<file path="src/hdl/bdtg_pkg.sv">
// Shared types, constants and width helpers for the border distance texel generator.
// No dependencies; imported by every module of the block.
package bdtg_pkg;

  localparam int TILE_SIZE_DEFAULT = 8;
  localparam int COORD_W = 3;
  localparam int VALUE_W = 8;
  localparam int ADDR_W = 14;
  localparam int VALUE_MAX = 255;
  localparam int SCALE = 65025;
  localparam int ATLAS_TILES = 16;

  typedef struct packed {
    logic [7:0]         tile_mask;
    logic [COORD_W-1:0] texel_col;
    logic [COORD_W-1:0] texel_row;
  } item_t;

  typedef struct packed {
    logic [VALUE_W-1:0] texel_value;
    logic [ADDR_W-1:0]  atlas_address;
  } result_t;

  // bits of a distance in half-texel units, 0 .. 2s-1
  function automatic int dist_w(input int tile_size);
    return $clog2(2 * tile_size);
  endfunction

  // bits of the square root of the scaled squared corner distance
  function automatic int root_w(input int tile_size);
    return $clog2(2 * tile_size) + 9;
  endfunction

endpackage

</file>
<file path="src/hdl/border_distance_texel_generator_unit.sv">
// Top level of the border distance texel generator.
// Instantiates bdtg_front, bdtg_sqrt and bdtg_div; uses bdtg_pkg.
//
// Usage:
//   item channel (item_valid/item_ready/item) takes a tile mask and a texel column
//   and row; result channel (result_valid/result_ready/result) returns the distance
//   byte and the texel's address in the 16 x 16 tile atlas, one result per item,
//   in order.
//   The pipeline is two front stages, one stage per root bit of the square root
//   pipeline (root_w = clog2(2*TILE_SIZE) + 9) and three divide and minimum
//   stages.
//   Throughput is one transaction per cycle while the receiver does not stall; every
//   stage is a register with its own valid bit.
//   Reset (rst, synchronous) empties the pipeline; item_ready is high in the
//   following cycle.
//   When the receiver stalls, the result register holds its transaction and
//   item_ready stays high while any stage of the pipeline is empty, so bubbles
//   are squeezed out before the input is held off. Nothing is dropped or repeated.
module border_distance_texel_generator_unit #(
  parameter int TILE_SIZE = bdtg_pkg::TILE_SIZE_DEFAULT
) (
  input  logic              clk,
  input  logic              rst,
  input  logic              item_valid,
  output logic              item_ready,
  input  bdtg_pkg::item_t   item,
  output logic              result_valid,
  input  logic              result_ready,
  output bdtg_pkg::result_t result
);
  import bdtg_pkg::*;

  localparam int RW = root_w(TILE_SIZE);

  typedef struct packed {
    logic [RW-1:0]     edge_num;
    logic [ADDR_W-1:0] addr;
  } side_t;

  logic              f_valid;
  logic              f_ready;
  logic [2*RW-1:0]   f_scaled;
  logic [RW-1:0]     f_edge_num;
  logic [ADDR_W-1:0] f_addr;
  side_t             f_side;

  logic              s_valid;
  logic              s_ready;
  logic [RW-1:0]     s_root;
  side_t             s_side;

  bdtg_front #(
    .TILE_SIZE(TILE_SIZE)
  ) u_front (
    .clk      (clk),
    .rst      (rst),
    .in_valid (item_valid),
    .in_ready (item_ready),
    .item     (item),
    .out_valid(f_valid),
    .out_ready(f_ready),
    .scaled   (f_scaled),
    .edge_num (f_edge_num),
    .addr     (f_addr)
  );

  assign f_side.edge_num = f_edge_num;
  assign f_side.addr = f_addr;

  bdtg_sqrt #(
    .TILE_SIZE(TILE_SIZE),
    .side_t   (side_t)
  ) u_sqrt (
    .clk      (clk),
    .rst      (rst),
    .in_valid (f_valid),
    .in_ready (f_ready),
    .radicand (f_scaled),
    .side_in  (f_side),
    .out_valid(s_valid),
    .out_ready(s_ready),
    .root     (s_root),
    .side_out (s_side)
  );

  bdtg_div #(
    .TILE_SIZE(TILE_SIZE)
  ) u_div (
    .clk      (clk),
    .rst      (rst),
    .in_valid (s_valid),
    .in_ready (s_ready),
    .root     (s_root),
    .edge_num (s_side.edge_num),
    .addr     (s_side.addr),
    .out_valid(result_valid),
    .out_ready(result_ready),
    .result   (result)
  );

endmodule

</file>
<file path="src/hdl/bdtg_front.sv">
// Front end: coordinate clamp, corner squared distances, edge distance and atlas address.
// Two register stages; uses bdtg_pkg.
module bdtg_front #(
  parameter int TILE_SIZE = bdtg_pkg::TILE_SIZE_DEFAULT,
  localparam int RW = bdtg_pkg::root_w(TILE_SIZE)
) (
  input  logic                        clk,
  input  logic                        rst,
  input  logic                        in_valid,
  output logic                        in_ready,
  input  bdtg_pkg::item_t             item,
  output logic                        out_valid,
  input  logic                        out_ready,
  output logic [2*RW-1:0]             scaled,
  output logic [RW-1:0]               edge_num,
  output logic [bdtg_pkg::ADDR_W-1:0] addr
);
  import bdtg_pkg::*;

  localparam int DW = dist_w(TILE_SIZE);
  localparam int SQW = 2 * DW + 1;
  localparam int NW = 2 * RW;
  localparam logic [DW:0] SPAN = (DW + 1)'(2 * TILE_SIZE);
  localparam logic [COORD_W-1:0] CLAMP = COORD_W'(TILE_SIZE - 1);
  localparam logic [RW-1:0] EDGE_NONE = RW'(VALUE_MAX * 2 * TILE_SIZE);
  localparam logic [NW-1:0] CORNER_NONE = {1'b0, {(NW - 1){1'b1}}};

  // stage 1
  logic                 v1;
  logic [SQW-1:0]       sq1 [4];
  logic [3:0]           cmask1;
  logic [DW-1:0]        emin1;
  logic                 eany1;
  logic [ADDR_W-1:0]    ahi1;
  logic [ADDR_W-1:0]    alo1;
  logic                 rdy1;
  logic                 rdy2;

  logic [COORD_W-1:0]   col;
  logic [COORD_W-1:0]   row;
  logic [DW-1:0]        px;
  logic [DW-1:0]        py;
  logic [DW-1:0]        qx;
  logic [DW-1:0]        qy;
  logic [SQW-1:0]       sq_next [4];
  logic [DW-1:0]        emin_next;

  always_comb begin
    logic [DW-1:0] edist [4];
    col = (int'(item.texel_col) >= TILE_SIZE) ? CLAMP : item.texel_col;
    row = (int'(item.texel_row) >= TILE_SIZE) ? CLAMP : item.texel_row;
    px = DW'({col, 1'b1});
    py = DW'({row, 1'b1});
    qx = DW'(SPAN - {1'b0, px});
    qy = DW'(SPAN - {1'b0, py});
    sq_next[0] = SQW'(px) * SQW'(px) + SQW'(py) * SQW'(py);
    sq_next[1] = SQW'(qx) * SQW'(qx) + SQW'(py) * SQW'(py);
    sq_next[2] = SQW'(qx) * SQW'(qx) + SQW'(qy) * SQW'(qy);
    sq_next[3] = SQW'(px) * SQW'(px) + SQW'(qy) * SQW'(qy);
    edist[0] = py;
    edist[1] = qx;
    edist[2] = qy;
    edist[3] = px;
    emin_next = '1;
    for (int i = 0; i < 4; i++) begin
      if (item.tile_mask[4 + i] && edist[i] < emin_next) begin
        emin_next = edist[i];
      end
    end
  end

  assign rdy1 = !v1 || rdy2;
  assign in_ready = rdy1;

  always_ff @(posedge clk) begin
    if (rst) begin
      v1 <= 1'b0;
    end else if (rdy1) begin
      v1 <= in_valid;
    end
  end

  always_ff @(posedge clk) begin
    if (rdy1) begin
      sq1 <= sq_next;
      cmask1 <= item.tile_mask[3:0];
      emin1 <= emin_next;
      eany1 <= |item.tile_mask[7:4];
      ahi1 <= ADDR_W'(item.tile_mask[7:4]) * ADDR_W'(TILE_SIZE) + ADDR_W'(row);
      alo1 <= ADDR_W'(item.tile_mask[3:0]) * ADDR_W'(TILE_SIZE) + ADDR_W'(col);
    end
  end

  // stage 2
  logic [SQW-1:0] cmin;

  always_comb begin
    cmin = '1;
    for (int i = 0; i < 4; i++) begin
      if (cmask1[i] && sq1[i] < cmin) begin
        cmin = sq1[i];
      end
    end
  end

  assign rdy2 = !out_valid || out_ready;

  always_ff @(posedge clk) begin
    if (rst) begin
      out_valid <= 1'b0;
    end else if (rdy2) begin
      out_valid <= v1;
    end
  end

  always_ff @(posedge clk) begin
    if (rdy2) begin
      scaled <= (|cmask1) ? NW'(cmin) * NW'(SCALE) : CORNER_NONE;
      edge_num <= eany1 ? RW'(emin1) * RW'(VALUE_MAX) : EDGE_NONE;
      addr <= ahi1 * ADDR_W'(ATLAS_TILES * TILE_SIZE) + alo1;
    end
  end

endmodule

</file>
<file path="src/hdl/bdtg_sqrt.sv">
// Pipelined integer square root, one result bit per register stage.
// Carries a side payload alongside; uses bdtg_pkg.
module bdtg_sqrt #(
  parameter int TILE_SIZE = bdtg_pkg::TILE_SIZE_DEFAULT,
  parameter type side_t = logic,
  localparam int RW = bdtg_pkg::root_w(TILE_SIZE)
) (
  input  logic            clk,
  input  logic            rst,
  input  logic            in_valid,
  output logic            in_ready,
  input  logic [2*RW-1:0] radicand,
  input  side_t           side_in,
  output logic            out_valid,
  input  logic            out_ready,
  output logic [RW-1:0]   root,
  output side_t           side_out
);
  import bdtg_pkg::*;

  localparam int NW = 2 * RW;
  localparam int AW = NW + 1;

  logic          v   [RW];
  logic          rdy [RW];
  logic [AW-1:0] rem [RW];
  logic [AW-1:0] acc [RW];
  side_t         sd  [RW];

  for (genvar k = 0; k < RW; k++) begin : g_stage
    localparam logic [AW-1:0] BIT = AW'(1) << (NW - 2 - 2 * k);

    logic          v_in;
    logic          rdy_dn;
    logic [AW-1:0] rem_in;
    logic [AW-1:0] acc_in;
    side_t         sd_in;
    logic [AW-1:0] trial;
    logic [AW-1:0] rem_next;
    logic [AW-1:0] acc_next;

    if (k == 0) begin : g_first
      assign v_in = in_valid;
      assign rem_in = AW'(radicand);
      assign acc_in = '0;
      assign sd_in = side_in;
    end else begin : g_rest
      assign v_in = v[k-1];
      assign rem_in = rem[k-1];
      assign acc_in = acc[k-1];
      assign sd_in = sd[k-1];
    end

    if (k == RW - 1) begin : g_last
      assign rdy_dn = out_ready;
    end else begin : g_mid
      assign rdy_dn = rdy[k+1];
    end

    assign trial = acc_in + BIT;

    always_comb begin
      if (rem_in >= trial) begin
        rem_next = rem_in - trial;
        acc_next = (acc_in >> 1) + BIT;
      end else begin
        rem_next = rem_in;
        acc_next = acc_in >> 1;
      end
    end

    assign rdy[k] = !v[k] || rdy_dn;

    always_ff @(posedge clk) begin
      if (rst) begin
        v[k] <= 1'b0;
      end else if (rdy[k]) begin
        v[k] <= v_in;
      end
    end

    always_ff @(posedge clk) begin
      if (rdy[k]) begin
        rem[k] <= rem_next;
        acc[k] <= acc_next;
        sd[k] <= sd_in;
      end
    end
  end

  assign in_ready = rdy[0];
  assign out_valid = v[RW-1];
  assign root = RW'(acc[RW-1]);
  assign side_out = sd[RW-1];

endmodule

</file>
<file path="src/hdl/bdtg_div.sv">
// Divide corner root and edge numerator by the tile span (reciprocal multiply plus
// one correction step), then take the minimum and saturate. Uses bdtg_pkg.
module bdtg_div #(
  parameter int TILE_SIZE = bdtg_pkg::TILE_SIZE_DEFAULT,
  localparam int RW = bdtg_pkg::root_w(TILE_SIZE)
) (
  input  logic                        clk,
  input  logic                        rst,
  input  logic                        in_valid,
  output logic                        in_ready,
  input  logic [RW-1:0]               root,
  input  logic [RW-1:0]               edge_num,
  input  logic [bdtg_pkg::ADDR_W-1:0] addr,
  output logic                        out_valid,
  input  logic                        out_ready,
  output bdtg_pkg::result_t           result
);
  import bdtg_pkg::*;

  localparam int K = RW;
  localparam int PW = 2 * RW;
  localparam logic [RW-1:0] RECIP = RW'((2 ** K) / (2 * TILE_SIZE));
  localparam logic [RW-1:0] SPAN = RW'(2 * TILE_SIZE);
  localparam logic [RW-1:0] CAP = RW'(VALUE_MAX);

  logic              v1;
  logic              v2;
  logic              rdy1;
  logic              rdy2;
  logic              rdy3;

  // stage 1: reciprocal products
  logic [PW-1:0]     pc1;
  logic [PW-1:0]     pe1;
  logic [RW-1:0]     nc1;
  logic [RW-1:0]     ne1;
  logic [ADDR_W-1:0] addr1;

  assign rdy1 = !v1 || rdy2;
  assign in_ready = rdy1;

  always_ff @(posedge clk) begin
    if (rst) begin
      v1 <= 1'b0;
    end else if (rdy1) begin
      v1 <= in_valid;
    end
  end

  always_ff @(posedge clk) begin
    if (rdy1) begin
      pc1 <= PW'(root) * PW'(RECIP);
      pe1 <= PW'(edge_num) * PW'(RECIP);
      nc1 <= root;
      ne1 <= edge_num;
      addr1 <= addr;
    end
  end

  // stage 2: quotient estimate is exact or one low
  logic [RW-1:0]     qc0;
  logic [RW-1:0]     qe0;
  logic [RW-1:0]     rc;
  logic [RW-1:0]     re;
  logic [RW-1:0]     qc2;
  logic [RW-1:0]     qe2;
  logic [ADDR_W-1:0] addr2;

  assign qc0 = RW'(pc1 >> K);
  assign qe0 = RW'(pe1 >> K);
  assign rc = nc1 - qc0 * SPAN;
  assign re = ne1 - qe0 * SPAN;

  assign rdy2 = !v2 || rdy3;

  always_ff @(posedge clk) begin
    if (rst) begin
      v2 <= 1'b0;
    end else if (rdy2) begin
      v2 <= v1;
    end
  end

  always_ff @(posedge clk) begin
    if (rdy2) begin
      qc2 <= qc0 + RW'(rc >= SPAN);
      qe2 <= qe0 + RW'(re >= SPAN);
      addr2 <= addr1;
    end
  end

  // stage 3: minimum and saturation
  logic [RW-1:0] best;

  always_comb begin
    best = CAP;
    if (qc2 < best) begin
      best = qc2;
    end
    if (qe2 < best) begin
      best = qe2;
    end
  end

  assign rdy3 = !out_valid || out_ready;

  always_ff @(posedge clk) begin
    if (rst) begin
      out_valid <= 1'b0;
    end else if (rdy3) begin
      out_valid <= v2;
    end
  end

  always_ff @(posedge clk) begin
    if (rdy3) begin
      result.texel_value <= VALUE_W'(best);
      result.atlas_address <= addr2;
    end
  end

endmodule

</file>
<file path="config.mk">
export PLATFORM = sky130hd
export DESIGN_NAME = border_distance_texel_generator_unit
export DESIGN_NICKNAME = d
export VERILOG_FILES = /design/src/hdl/bdtg_pkg.sv /design/src/hdl/border_distance_texel_generator_unit.sv /design/src/hdl/bdtg_front.sv /design/src/hdl/bdtg_sqrt.sv /design/src/hdl/bdtg_div.sv
export SDC_FILE = /design/constraint.sdc
export NUM_CORES = 1
export LEC_CHECK = 0
export BUFFER_PORTS_ARGS = -buffer_cell sky130_fd_sc_hd__buf_2
export CORE_MARGIN = 2
export CORE_UTILIZATION = 39
export CTS_CLUSTER_DIAMETER = 50
export DETAILED_ROUTE_END_ITERATION = 12
export GPL_ROUTABILITY_DRIVEN = 1
export PLACE_DENSITY = 0.52
export SYNTH_ARGS = -nofsm -noshare
export SYNTH_HDL_FRONTEND = slang
export SYNTH_SLANG_ARGS = --single-unit
</file>
<file path="constraint.sdc">
create_clock -name clk -period 21.6 [get_ports clk]
set_input_delay 1.08 -clock clk [delete_from_list [all_inputs] [get_ports clk]]
set_output_delay 1.08 -clock clk [all_outputs]
set_load 0.01 [all_outputs]
</file>
==> run summary <==
The run finished with clean final reports. The fmax came out at 0.0917 GHz. The largest stage delay on the critical path came out at 850 ps.

The deepest level of the CTS H-tree is 3. The setup-violating endpoint count in the final report came out at 0. The count of cell instances traversed by the critical path came out at 42. The buffer count from post-CTS setup fixing is 0. The count of routing violations after the opening detailed-route iteration came out at about 680.

The die covers ~77,000 µm². After detailed routing, the number of vias per cell comes to 4.59. The number of antenna violations at the first check in global routing is 0. The hold buffer count at cts is 0.

After Yosys synthesis, full adders, half adders and majority gates account for 9.65% of the synthesized area. The number of gates resized after CTS was 0. The synthesized netlist devotes 2.62% of its cell area to XOR and XNOR gates.

The mux share of post-synthesis cell area is 1.22%. The cell with the most instances on the worst path is sky130_fd_sc_hd__o21ai_0. The number of global-route vias before repair came to 14,200. The number of rows created at floorplan is 100. TritonCTS built the clock tree. The final core utilization came out at 44.8%. The endpoint required time on the critical path came out at 21,920 ps. The most critical setup path has its startpoint at u_front.cmask1[0]$_DFFE_PP_. The die is between 200 and 300 µm wide. The tightest min-delay check is of the register to register type. The number of library cell types mapped by synthesis came out at 59. The endpoint identified for the worst register-to-register timing path is u_front.scaled[23]$_SDFFCE_PN1P_. The count of port buffers added during placement is 41. The count of final max-slew check failures came out at 0. The basic-gate share of the synthesized area counting and, or, nand and nor cells came out at 5.79%. Synthesis produced a netlist with a net count of 2,079. The synthesized netlist devotes 5.37% of its cell area to compound gates. The share of the cycle needed by the critical path after routing is 50.5%. Of the cells placed in the final design, the portion with a size suffix greater than 1 is about 11%. The slowest stage of the critical path belongs to the cell sky130_fd_sc_hd__a211oi_2. The flip-flop and latch count after synthesis came out at 704. Across every metal layer, demand over resource in global routing totals around a tenth. In the synthesized netlist the async set-or-reset flop fraction comes to 0%.

The residual DRC count is 0. The final worst slack is 10,690 ps. The hold violation total from the final report came out at 0. The number of antenna-violating nets in the routed design is 0.

The root buffer cell chosen for the clock tree is sky130_fd_sc_hd__clkbuf_16. Along the worst path, the maximum fanout reaches 17. The maximum number of pins on one net before global-route repair came out at 52.

The wire length of the first global-routing pass is 66.4 mm. The placer congestion estimate is 0.828. The endpoint arrival time on the critical path came out at 11,230 ps. After clock tree synthesis, the clock-pin slew on the worst setup and hold paths is ~60 ps. The count of antenna diodes in the layout came out at 0. The relative area change from synthesis to final layout is 14.1%. The tool flagged a number of max-cap violations equal to 0. The final setup TNS came out at 0 ps.

The number of nets in the layout is 2,200. The number of warnings reported in the yosys synthesis log came out at 0. The worst pin sits at a relative slew slack of 22.0%. The cell family contributing the most delay on the critical path is compound AO/OA/AOI/OAI gates. The cell depth of the worst flop-to-flop path came out at 42.

The total overflow reported by the global router is 0. The placeable core region came out at between 70,000 and 80,000 µm². The library cell used most frequently in the layout, excluding fill and tap cells, is sky130_fd_sc_hd__edfxtp_1. The detailed-route wire length per cell came out at around 13 µm.

The transition at the pin with the smallest max-transition slack is 1170 ps. The worst-case register-to-register setup slack came out at roughly 11,000 ps. The detailed-placement wirelength estimate came out at between 20 and 30 mm. Summing every instance area after synthesis gives 29,100 µm². The first-pass detailed-route iteration total is 6. The minimum clock period after layout is 10,910 ps. The tightest hold path in the finished design has a slack of 398 ps.

The critical path in this run is classified as register to register. The initial core utilization came out at 39.3%. The average footprint of a synthesized cell is 15.7 µm². The number of clock buffers added by TritonCTS is 83.

Setup repair after global routing left no endpoint under its margin. The worst setup path is launched from a register. The worst setup path is captured at a register.

The flip-flop cell with the highest count after synthesis is sky130_fd_sc_hd__edfxtp_1. The sequential element share of the synthesized area came out at 72.4%. Counting both buffers and inverters, the worst setup path holds a total of 6. The clock network latency to the later pin of the worst-skew pair is between 600 and 700 ps. The total number of vias came out at 13,800. The library cells used most frequently in the layout, excluding fill and tap cells, are sky130_fd_sc_hd__edfxtp_1, sky130_fd_sc_hd__inv_1, sky130_fd_sc_hd__ha_1, sky130_fd_sc_hd__nor2_1, sky130_fd_sc_hd__nand2_1. The top-level I/O count is 42. In this run the critical register-to-register path is launched from u_front.cmask1[0]$_DFFE_PP_.

After synthesis, the largest family of logic cells by area is adder cells. The final layout contains routed wiring with a total length of 38.5 mm. The largest buffer count on any clock path came out at 3. The height of the die is around 280 µm. Counting every instance in the synthesized netlist gives 1,855. The number of enable-type register cells in the synthesized netlist is 699. The capturing element of the worst setup path is u_front.scaled[23]$_SDFFCE_PN1P_.

The clock tree skew after final layout is 35.1 ps. The number of clock sinks is 704. At the placement stage, the worst setup path has a slack of 10,670 ps.
worst reg2reg max path, delay by kind of cell, from the launching register on:
kind	cells	cell delay (ps)
mux	1	470
fa+ha+maj	8	3410
buf+inv	6	540
simple gates	6	710
flops	1	670
compound gates	21	4810
registers in the layout, indices dropped and copies added (netlist names), 13 cells and up:
name / cells
u_sqrt.sd: 286
u_sqrt.rem: 150
u_sqrt.acc: 81
u_front.sq1: 28
u_div.result: 22
u_front.scaled: 17
u_div.addr1: 14
u_div.addr2: 14
u_front.addr: 14
u_sqrt.v: 13
cell type report:
type | count | area (µm²)
inverters | 206 | 773
well taps | 969 | 1210
multi-input cells | 925 | 7210
flip-flops and latches | 704 | 21100
fillers | 6471 | 40900
repair buffers | 56 | 318
clock buffers | 97 | 2170
clock inverters | 57 | 472
synthesized netlist by cell type (16+ instances only):
cell,number,area share [%]
sky130_fd_sc_hd__edfxtp_1,699,72
sky130_fd_sc_hd__inv_1,206,2.7
sky130_fd_sc_hd__ha_1,176,7.6
sky130_fd_sc_hd__nor2_1,90,1.2
sky130_fd_sc_hd__nand2_1,89,1.1
sky130_fd_sc_hd__o21ai_0,73,1.3
sky130_fd_sc_hd__a21oi_1,71,1.2
sky130_fd_sc_hd__xnor2_1,60,1.8
sky130_fd_sc_hd__a21o_1,37,0.95
sky130_fd_sc_hd__nand2b_1,37,0.79
sky130_fd_sc_hd__fa_1,30,2.1
sky130_fd_sc_hd__xor2_1,27,0.81
sky130_fd_sc_hd__mux2i_1,24,0.82
sky130_fd_sc_hd__nor3_1,23,0.40
sky130_fd_sc_hd__nand3_1,21,0.36
sky130_fd_sc_hd__nor2b_1,18,0.39
sky130_fd_sc_hd__clkbuf_1,16,0.21
sky130_fd_sc_hd__o21a_1,16,0.41
stage by stage:
step	cells	area, µm²
6_report	3014	33200
5_1_grt	3014	33200
4_1_cts	3014	33200
3_5_place_dp	2860	30600
3_3_place_gp	2860	30600
2_1_floorplan	1855	29100
kinds of logic (layout without fill, tap and decap cells):
family,after synthesis,count (layout)
DFF,704,704
AOI/OAI and AO/OA,254,254
and+or+nand+nor,342,342
buffers and inverters,226,416
adders and majority gates,207,207
xor gates and xnor gates,87,87
other,1,1
muxes,34,34
per-layer routing:
| metal | track usage, % | vias up | wire length [µm] |
|---|---|---|---|
| met5 | 0 | - | 0 |
| met1 | 11.5 | 6562 | 15900 |
| li1 | - | 6992 | - |
| met4 | 5.18 | 0 | 1240 |
| met3 | 2.25 | 97 | 1490 |
| met2 | 18.6 | 178 | 19900 |
worst min-delay path by stage:
stage                                start                      endpoint  slack [ps]  cells past startpoint
3_3_place_gp   u_sqrt.rem[0][46]$_DFFE_PP_   u_sqrt.rem[1][19]$_DFFE_PP_         400                      0
3_5_place_dp   u_sqrt.sd[12][11]$_DFFE_PP_     u_div.addr1[11]$_DFFE_PP_         400                      0
5_1_grt         u_sqrt.acc[9][7]$_DFFE_PP_   u_sqrt.acc[10][6]$_DFFE_PP_         410                      0
6_report        u_sqrt.acc[9][7]$_DFFE_PP_   u_sqrt.acc[10][6]$_DFFE_PP_         400                      0
4_1_cts        u_sqrt.acc[9][15]$_DFFE_PP_  u_sqrt.acc[10][14]$_DFFE_PP_         400                      0
2_1_floorplan   u_sqrt.sd[12][0]$_DFFE_PP_      u_div.addr1[0]$_DFFE_PP_         400                      0
Power is not shown: default switching activity piles up to over one toggle a cycle in this logic, so the estimate is an artifact.
